**src/hdl/qcw_pkg.sv**
```systemverilog
// ----------------------------------------------------------------------------
// qcw_pkg
// Types and constants shared by the quadrature counter with wrap limits.
// ----------------------------------------------------------------------------
package qcw_pkg;

	localparam int unsigned CountW = 16;

	// The kind of input request: a sample of the lines or a load of the count.
	typedef enum logic [0:0] {
		OP_SAMPLE = 1'b0,
		OP_LOAD   = 1'b1
	} op_t;

	// Configuration register indexes.
	typedef enum logic [0:0] {
		REG_UPPER = 1'b0,
		REG_LOWER = 1'b1
	} reg_idx_t;

	typedef logic signed [CountW-1:0] count_t;
	typedef logic signed [1:0]        step_t;

	localparam step_t STEP_NONE = 2'sd0;
	localparam step_t STEP_UP   = 2'sd1;
	localparam step_t STEP_DOWN = -2'sd1;

	localparam count_t UPPER_RESET = 16'sh7FFF;
	localparam count_t LOWER_RESET = 16'sh8000;

	typedef struct packed {
		op_t    operation;
		logic   line_a;
		logic   line_b;
		count_t load_value;
	} item_t;

	typedef struct packed {
		logic     wr_en;
		reg_idx_t index;
		count_t   data;
	} cfg_wr_t;

endpackage

```
**src/hdl/qcw_track.sv**
```systemverilog
// ----------------------------------------------------------------------------
// qcw_track
// Holds the count, the pending step, the previous line levels and the limit
// registers, and works out the updated count for each accepted request.
// ----------------------------------------------------------------------------
module qcw_track (
	input  logic             clk,
	input  logic             arst_n,
	input  qcw_pkg::cfg_wr_t cfg,
	input  logic             item_en,
	input  qcw_pkg::item_t   item,
	output qcw_pkg::count_t  position_next
);
	import qcw_pkg::*;

	count_t upper_q;
	count_t lower_q;
	count_t count_q;
	step_t  pending_q;
	logic   last_a_q;
	logic   last_b_q;

	logic   fall_a;
	logic   fall_b;
	step_t  pending_mid;
	step_t  pending_d;
	step_t  apply_step;
	logic signed [CountW:0] sum;
	logic signed [CountW:0] upper_ext;
	logic signed [CountW:0] lower_ext;
	count_t wrapped;

	always_ff @(posedge clk or negedge arst_n) begin
		if (!arst_n) begin
			upper_q <= UPPER_RESET;
			lower_q <= LOWER_RESET;
		end else if (cfg.wr_en) begin
			unique case (cfg.index)
				REG_UPPER: upper_q <= cfg.data;
				REG_LOWER: lower_q <= cfg.data;
				default:   upper_q <= upper_q;
			endcase
		end
	end

	assign fall_a = last_a_q & ~item.line_a;
	assign fall_b = last_b_q & ~item.line_b;

	// A falling edge on both lines means both are low, so the A edge applies
	// the old pending step and clears it; the B edge then has nothing to add.
	// At most one nonzero step is applied per sample.
	always_comb begin
		pending_mid = fall_a ? (item.line_b ? STEP_UP : STEP_NONE) : pending_q;
		pending_d   = fall_b ? (item.line_a ? STEP_DOWN : STEP_NONE) : pending_mid;
		if (fall_a && !item.line_b) begin
			apply_step = pending_q;
		end else if (fall_b && !item.line_a) begin
			apply_step = pending_mid;
		end else begin
			apply_step = STEP_NONE;
		end
	end

	assign sum       = {count_q[CountW-1], count_q} + {{(CountW-1){apply_step[1]}}, apply_step};
	assign upper_ext = {upper_q[CountW-1], upper_q};
	assign lower_ext = {lower_q[CountW-1], lower_q};

	always_comb begin
		if (apply_step == STEP_NONE) begin
			wrapped = count_q;
		end else if (sum <= upper_ext && sum >= lower_ext) begin
			wrapped = sum[CountW-1:0];
		end else if (sum > upper_ext) begin
			wrapped = lower_q;
		end else begin
			wrapped = upper_q;
		end
	end

	assign position_next = (item.operation == OP_LOAD) ? item.load_value : wrapped;

	always_ff @(posedge clk or negedge arst_n) begin
		if (!arst_n) begin
			count_q   <= '0;
			pending_q <= STEP_NONE;
			last_a_q  <= 1'b1;
			last_b_q  <= 1'b1;
		end else if (item_en) begin
			count_q <= position_next;
			if (item.operation == OP_SAMPLE) begin
				pending_q <= pending_d;
				last_a_q  <= item.line_a;
				last_b_q  <= item.line_b;
			end
		end
	end

	a_pending_legal: assert property (@(posedge clk) disable iff (!arst_n)
		pending_q != -2'sd2)
		else $error("pending step holds an illegal code");

	a_load_sets_count: assert property (@(posedge clk) disable iff (!arst_n)
		item_en && item.operation == OP_LOAD |=> count_q == $past(item.load_value))
		else $error("load request did not set the count");

	a_load_keeps_lines: assert property (@(posedge clk) disable iff (!arst_n)
		item_en && item.operation == OP_LOAD |=> $stable(pending_q) && $stable(last_a_q)
			&& $stable(last_b_q))
		else $error("load request disturbed the edge tracking state");

endmodule

```
**src/hdl/quadrature_counter_with_wrap_core.sv**
```systemverilog
// Each accepted request's position is registered before it shows on m_tdata.
// One request per cycle while s_tready is high; the count update is one add and compare.
// A two-entry output stage takes one more request while m_tready is low.
// Reset (arst_n low, asynchronous): count 0, no pending step, both lines taken as high,
// limits at the full signed 16-bit range, output stage empty.
// ----------------------------------------------------------------------------
// quadrature_counter_with_wrap_core
// Quadrature encoder position counter with wrap-around limits and load command.
// ----------------------------------------------------------------------------
module quadrature_counter_with_wrap_core (
	input  logic                 clk,
	input  logic                 arst_n,
	input  logic                 s_tvalid,
	output logic                 s_tready,
	input  logic [23:0]          s_tdata,   // [0] line_a, [1] line_b, [17:2] load_value
	input  logic                 s_tuser,   // [0] operation
	output logic                 m_tvalid,
	input  logic                 m_tready,
	output logic [15:0]          m_tdata,   // [15:0] position
	input  logic                 cfg_valid,
	output logic                 cfg_ready,
	input  logic                 cfg_index,
	input  logic [15:0]          cfg_data
);
	import qcw_pkg::*;

	item_t   item;
	cfg_wr_t cfg;
	logic    in_acc;
	logic    out_free;
	count_t  position_next;
	count_t  out_q;
	logic    out_valid_q;
	count_t  skid_q;
	logic    skid_valid_q;

	assign cfg_ready = 1'b1;
	assign cfg.wr_en = cfg_valid;
	assign cfg.index = reg_idx_t'(cfg_index);
	assign cfg.data  = count_t'(cfg_data);

	assign item.operation  = op_t'(s_tuser);
	assign item.line_a     = s_tdata[0];
	assign item.line_b     = s_tdata[1];
	assign item.load_value = count_t'(s_tdata[17:2]);

	assign s_tready = ~skid_valid_q;
	assign in_acc   = s_tvalid & s_tready;
	assign out_free = ~out_valid_q | m_tready;

	qcw_track u_track (
		.clk           (clk),
		.arst_n        (arst_n),
		.cfg           (cfg),
		.item_en       (in_acc),
		.item          (item),
		.position_next (position_next)
	);

	always_ff @(posedge clk or negedge arst_n) begin
		if (!arst_n) begin
			out_valid_q  <= 1'b0;
			skid_valid_q <= 1'b0;
		end else if (out_free) begin
			out_valid_q  <= skid_valid_q | in_acc;
			skid_valid_q <= 1'b0;
		end else if (in_acc) begin
			skid_valid_q <= 1'b1;
		end
	end

	always_ff @(posedge clk) begin
		if (out_free) begin
			out_q <= skid_valid_q ? skid_q : position_next;
		end else if (in_acc) begin
			skid_q <= position_next;
		end
	end

	assign m_tvalid = out_valid_q;
	assign m_tdata  = out_q;

	a_skid_behind_out: assert property (@(posedge clk) disable iff (!arst_n)
		skid_valid_q |-> out_valid_q)
		else $error("skid entry held while output register is empty");

	a_accept_gives_result: assert property (@(posedge clk) disable iff (!arst_n)
		in_acc |=> out_valid_q)
		else $error("accepted request produced no result");

	a_stall_fills_skid: assert property (@(posedge clk) disable iff (!arst_n)
		in_acc && out_valid_q && !m_tready |=> skid_valid_q && !s_tready)
		else $error("request accepted under stall was not parked");

endmodule
```
**config.mk**
```make
export PLATFORM = sky130hd
export DESIGN_NAME = quadrature_counter_with_wrap_core
export DESIGN_NICKNAME = d
export VERILOG_FILES = /design/src/hdl/qcw_pkg.sv /design/src/hdl/qcw_track.sv /design/src/hdl/quadrature_counter_with_wrap_core.sv
export SDC_FILE = /design/constraint.sdc
export NUM_CORES = 1
export LEC_CHECK = 0
export BUFFER_PORTS_ARGS = -buffer_cell sky130_fd_sc_hd__buf_4
export CELL_PAD_IN_SITES_DETAIL_PLACEMENT = 0
export CELL_PAD_IN_SITES_GLOBAL_PLACEMENT = 1
export CORE_MARGIN = 2
export CORE_UTILIZATION = 25
export CTS_CLUSTER_DIAMETER = 150
export DETAILED_ROUTE_END_ITERATION = 10
export PLACE_DENSITY_LB_ADDON = 0.1
export SYNTH_ARGS = -nofsm -noshare
export SYNTH_HDL_FRONTEND = slang
export SYNTH_SLANG_ARGS = --single-unit
```
**constraint.sdc**
```tcl
create_clock -name clk -period 5.9 [get_ports clk]
set_input_delay 1.18 -clock clk [delete_from_list [all_inputs] [get_ports clk]]
set_output_delay 1.18 -clock clk [all_outputs]
set_load 0.01 [all_outputs]
```
==> results.yml <==
outcome:
  outcome: "finished clean"
global_route:
  antenna_found_initial: 0
  grt_pass1_vias: 4935
  grt_overflow: 0
  track_usage_pct: 14.7
  grt_pass1_wl_mm: 27.5
  grt_max_degree: 55
logic_synthesis:
  syn_area_sq_um: 5730
  synthArstFlopShare_pct: 62.8
  synth_top_area_cell: "edfxtp_1"
  yosysTopAreaCellShare_pct: 16.8
  seq_area_frac_synth_pct: 40.8
  synthCells: 610
  synth_warnings: 0
  synth_fp_nets: 709
  yosysUniqueCellTypes: 72
  ys_ff_latch: 86
  synth-edff-count: 32
  syn_avg_cell_area_sq_um: 9.39
  synth_commonest_cells: "74 x nand2_1, 51 x ha_1, 48 x inv_1, 40 x a21oi_1, 38 x nor2_1"
  ys.flop_type: "dfrtp_1"
  yosys-top-cells-area: "edfxtp_1 17%, dfrtp_1 16%, ha_1 11%"
  yosysMostFrequentCell: "nand2_1"
die:
  core-area_sq_um: 22600
  die_y_um: 155
  rows: 55
  pin_count: 66
  dieArea_sq_um: 24100
  initial_utilization_pct: 25.4
  fp.dieW_um: 155
clock_tree:
  cts_buffers: 9
  path_clk_slew_ps: 80
  htree_levels: 3
  cts_tree: "done"
  cts_setup_buffers: 0
  cts_sinks: 86
  clkLatencyLatePin_ps: 360
  clock_path_buffers: 2
  cts_root_buf: "clkbuf_16"
placement:
  pre_cts_ws_ps: -300
  gp_congestion: 0.849
  portBuffers: 58
  placed_area_sq_um: 7060
  post-place-cells: 1016
  hpwl_mm: 13.4
sta:
  worst_pin_slew_ps: 1070
  hold_violations: 0
  max_freq_mhz: 178
  skew_ps: 11.2
  relSlewSlack_pct: 28.6
  fin_crit_ps: 5600
  fin_crit_sh_pct: 95.0
  finalMaxSlewViolations: 0
  worst_slack_ps: 296
  setup_viol: 0
  whs_ps: 499
routing:
  drc_errors: 0
  dr_total_vias: 4901
  drtIter0Drc: 215
  viasPerCell: 4.75
  dr.pass1.iters: 7
  ant_nets: 0
  drt_wl_total_mm: 16.8
  wl_per_cell_um: 16.3
critical_path:
  start_kind: "input port"
  critical_path_peak_fanout: 9
  crit_type: "in -> reg"
  critical_path_arrival_ps: 5680
  worstPathRequired_ps: 5980
  end_kind: "flop"
final_layout:
  design_area_sq_um: 7410
  fin_nets: 841
  drive_gt1_share_pct: 29.7
  fill_cells: 2384
  regArea_sq_um: 2330
  n_antenna_cell: 0
  final_cell_count_no_fill: 1032
  multi_input_area_sq_um: 3110
  areaGrowthSynthToFinish_pct: 29.5
power:
  ir_drop_v: 0.000144
  leakagePower_nw: 3.30
  powerDensity_nw_per_um2: 344
hold_path:
  hold_class: "reg -> reg"
job:
  cap_viol_max_count: 0
[placed cells by master, fill, tap and decap left out, types with 6 or more instances in the layout]
cell         n
edfxtp_1    32
dfstp_2     18
xnor2_1      6
nand2_1     74
xor2_1       6
a311oi_1     6
a31oi_1      8
nor2_1      37
nand3_1     18
o21ai_1     27
o22ai_1      8
buf_4      142
inv_1       48
dfrtp_1     36
mux2_2      21
clkbuf_16    9
o21a_1       9
and3_1       6
a21oi_1     40
ha_1        51
nor3_1      16
o21ai_0     33
[power breakdown]
group,internal (mW),switching [mW]
clock network,0.376,0.265
logic,0.521,0.590
registers,0.730,0.0670
total,1.63,0.923
[flip-flops by register name, summed over array words and instances (netlist names)]
| register | cells |
|---|---|
| u_track.last_b_q | 1 |
| u_track.count_q | 16 |
| u_track.upper_q | 16 |
| u_track.last_a_q | 1 |
| skid_q | 16 |
| skid_valid_q | 1 |
| u_track.lower_q | 16 |
| m_tvalid | 1 |
| u_track.pending_q | 2 |
| m_tdata | 16 |
[cells by family after synthesis]
family	synth area share, %
other cells	0.0655
simple gates	15.0
flops	40.8
fa+ha+maj	11.5
compound gates	20.9
xor+xnor	1.84
mux	4.48
buf+inv	5.46
[critical path, stage by stage]
cell,delay (ps)
buf_4,110
nor3_1,270
and2_4,270
buf_4,130
ha_1,210
o21ai_0,170
o21a_1,230
or3_1,450
a21oi_2,180
a21oi_1,90
nand3_1,80
o21ai_0,180
ha_1,370
buf_4,110
nor2b_1,110
o21ai_1,70
a211o_1,280
a21oi_2,130
buf_4,190
o21ai_1,160
a211o_1,340
a21oi_2,250
o31ai_1,110
[worst paths after layout]
| path | start | slack [ps] | endpoint | depth (start not counted) |
|---|---|---|---|---|
| max reg2reg | u_track.last_b_q | 660 | m_tdata[9] | 23 |
| max in group asynchronous | arst_n | 4530 | u_track.count_q[1] | 1 |
| min reg2reg | u_track.pending_q[1] | 500 | u_track.pending_q[1] | 1 |
| min in group asynchronous | arst_n | 890 | u_track.lower_q[11] | 1 |
| min | u_track.pending_q[1] | 500 | u_track.pending_q[1] | 1 |
| max | s_tdata[1] | 300 | m_tdata[9] | 23 |
[area by class of cell]
| cell class | instances | share of cell area (%) |
|---|---|---|
| Clock buffer | 10 | 3.09 |
| Clock inverter | 6 | 1.28 |
| Inverter | 49 | 2.48 |
| Multi-Input combinational cell | 452 | 41.9 |
| Sequential cell | 86 | 31.5 |
| Tap cell | 285 | 4.81 |
| Timing Repair Buffer | 144 | 14.9 |
[stage by stage]
stage	utilization, %	power, mW	TNS (ps)
2_1_floorplan	-	1.44	0
3_3_place_gp	31.3	1.90	-5790
3_5_place_dp	31.3	1.92	-7260
4_1_cts	32.7	2.58	0
5_1_grt	32.8	2.76	-89.6
6_report	32.8	2.55	0
[routing by layer]
metal	wire, um	vias to the layer above	GRT usage, %
met5	0	-	0
met4	319	0	4.98
met3	660	19	2.45
met2	7110	110	22.0
met1	8710	2287	21.5
li1	-	2485	-
[repair_timing]
item / CTS / global route
setup endpoints to repair: 0 / 46
resized for setup: 0 / 9
hold buffers: 0 / 0
(Power assumes the default switching activity.)
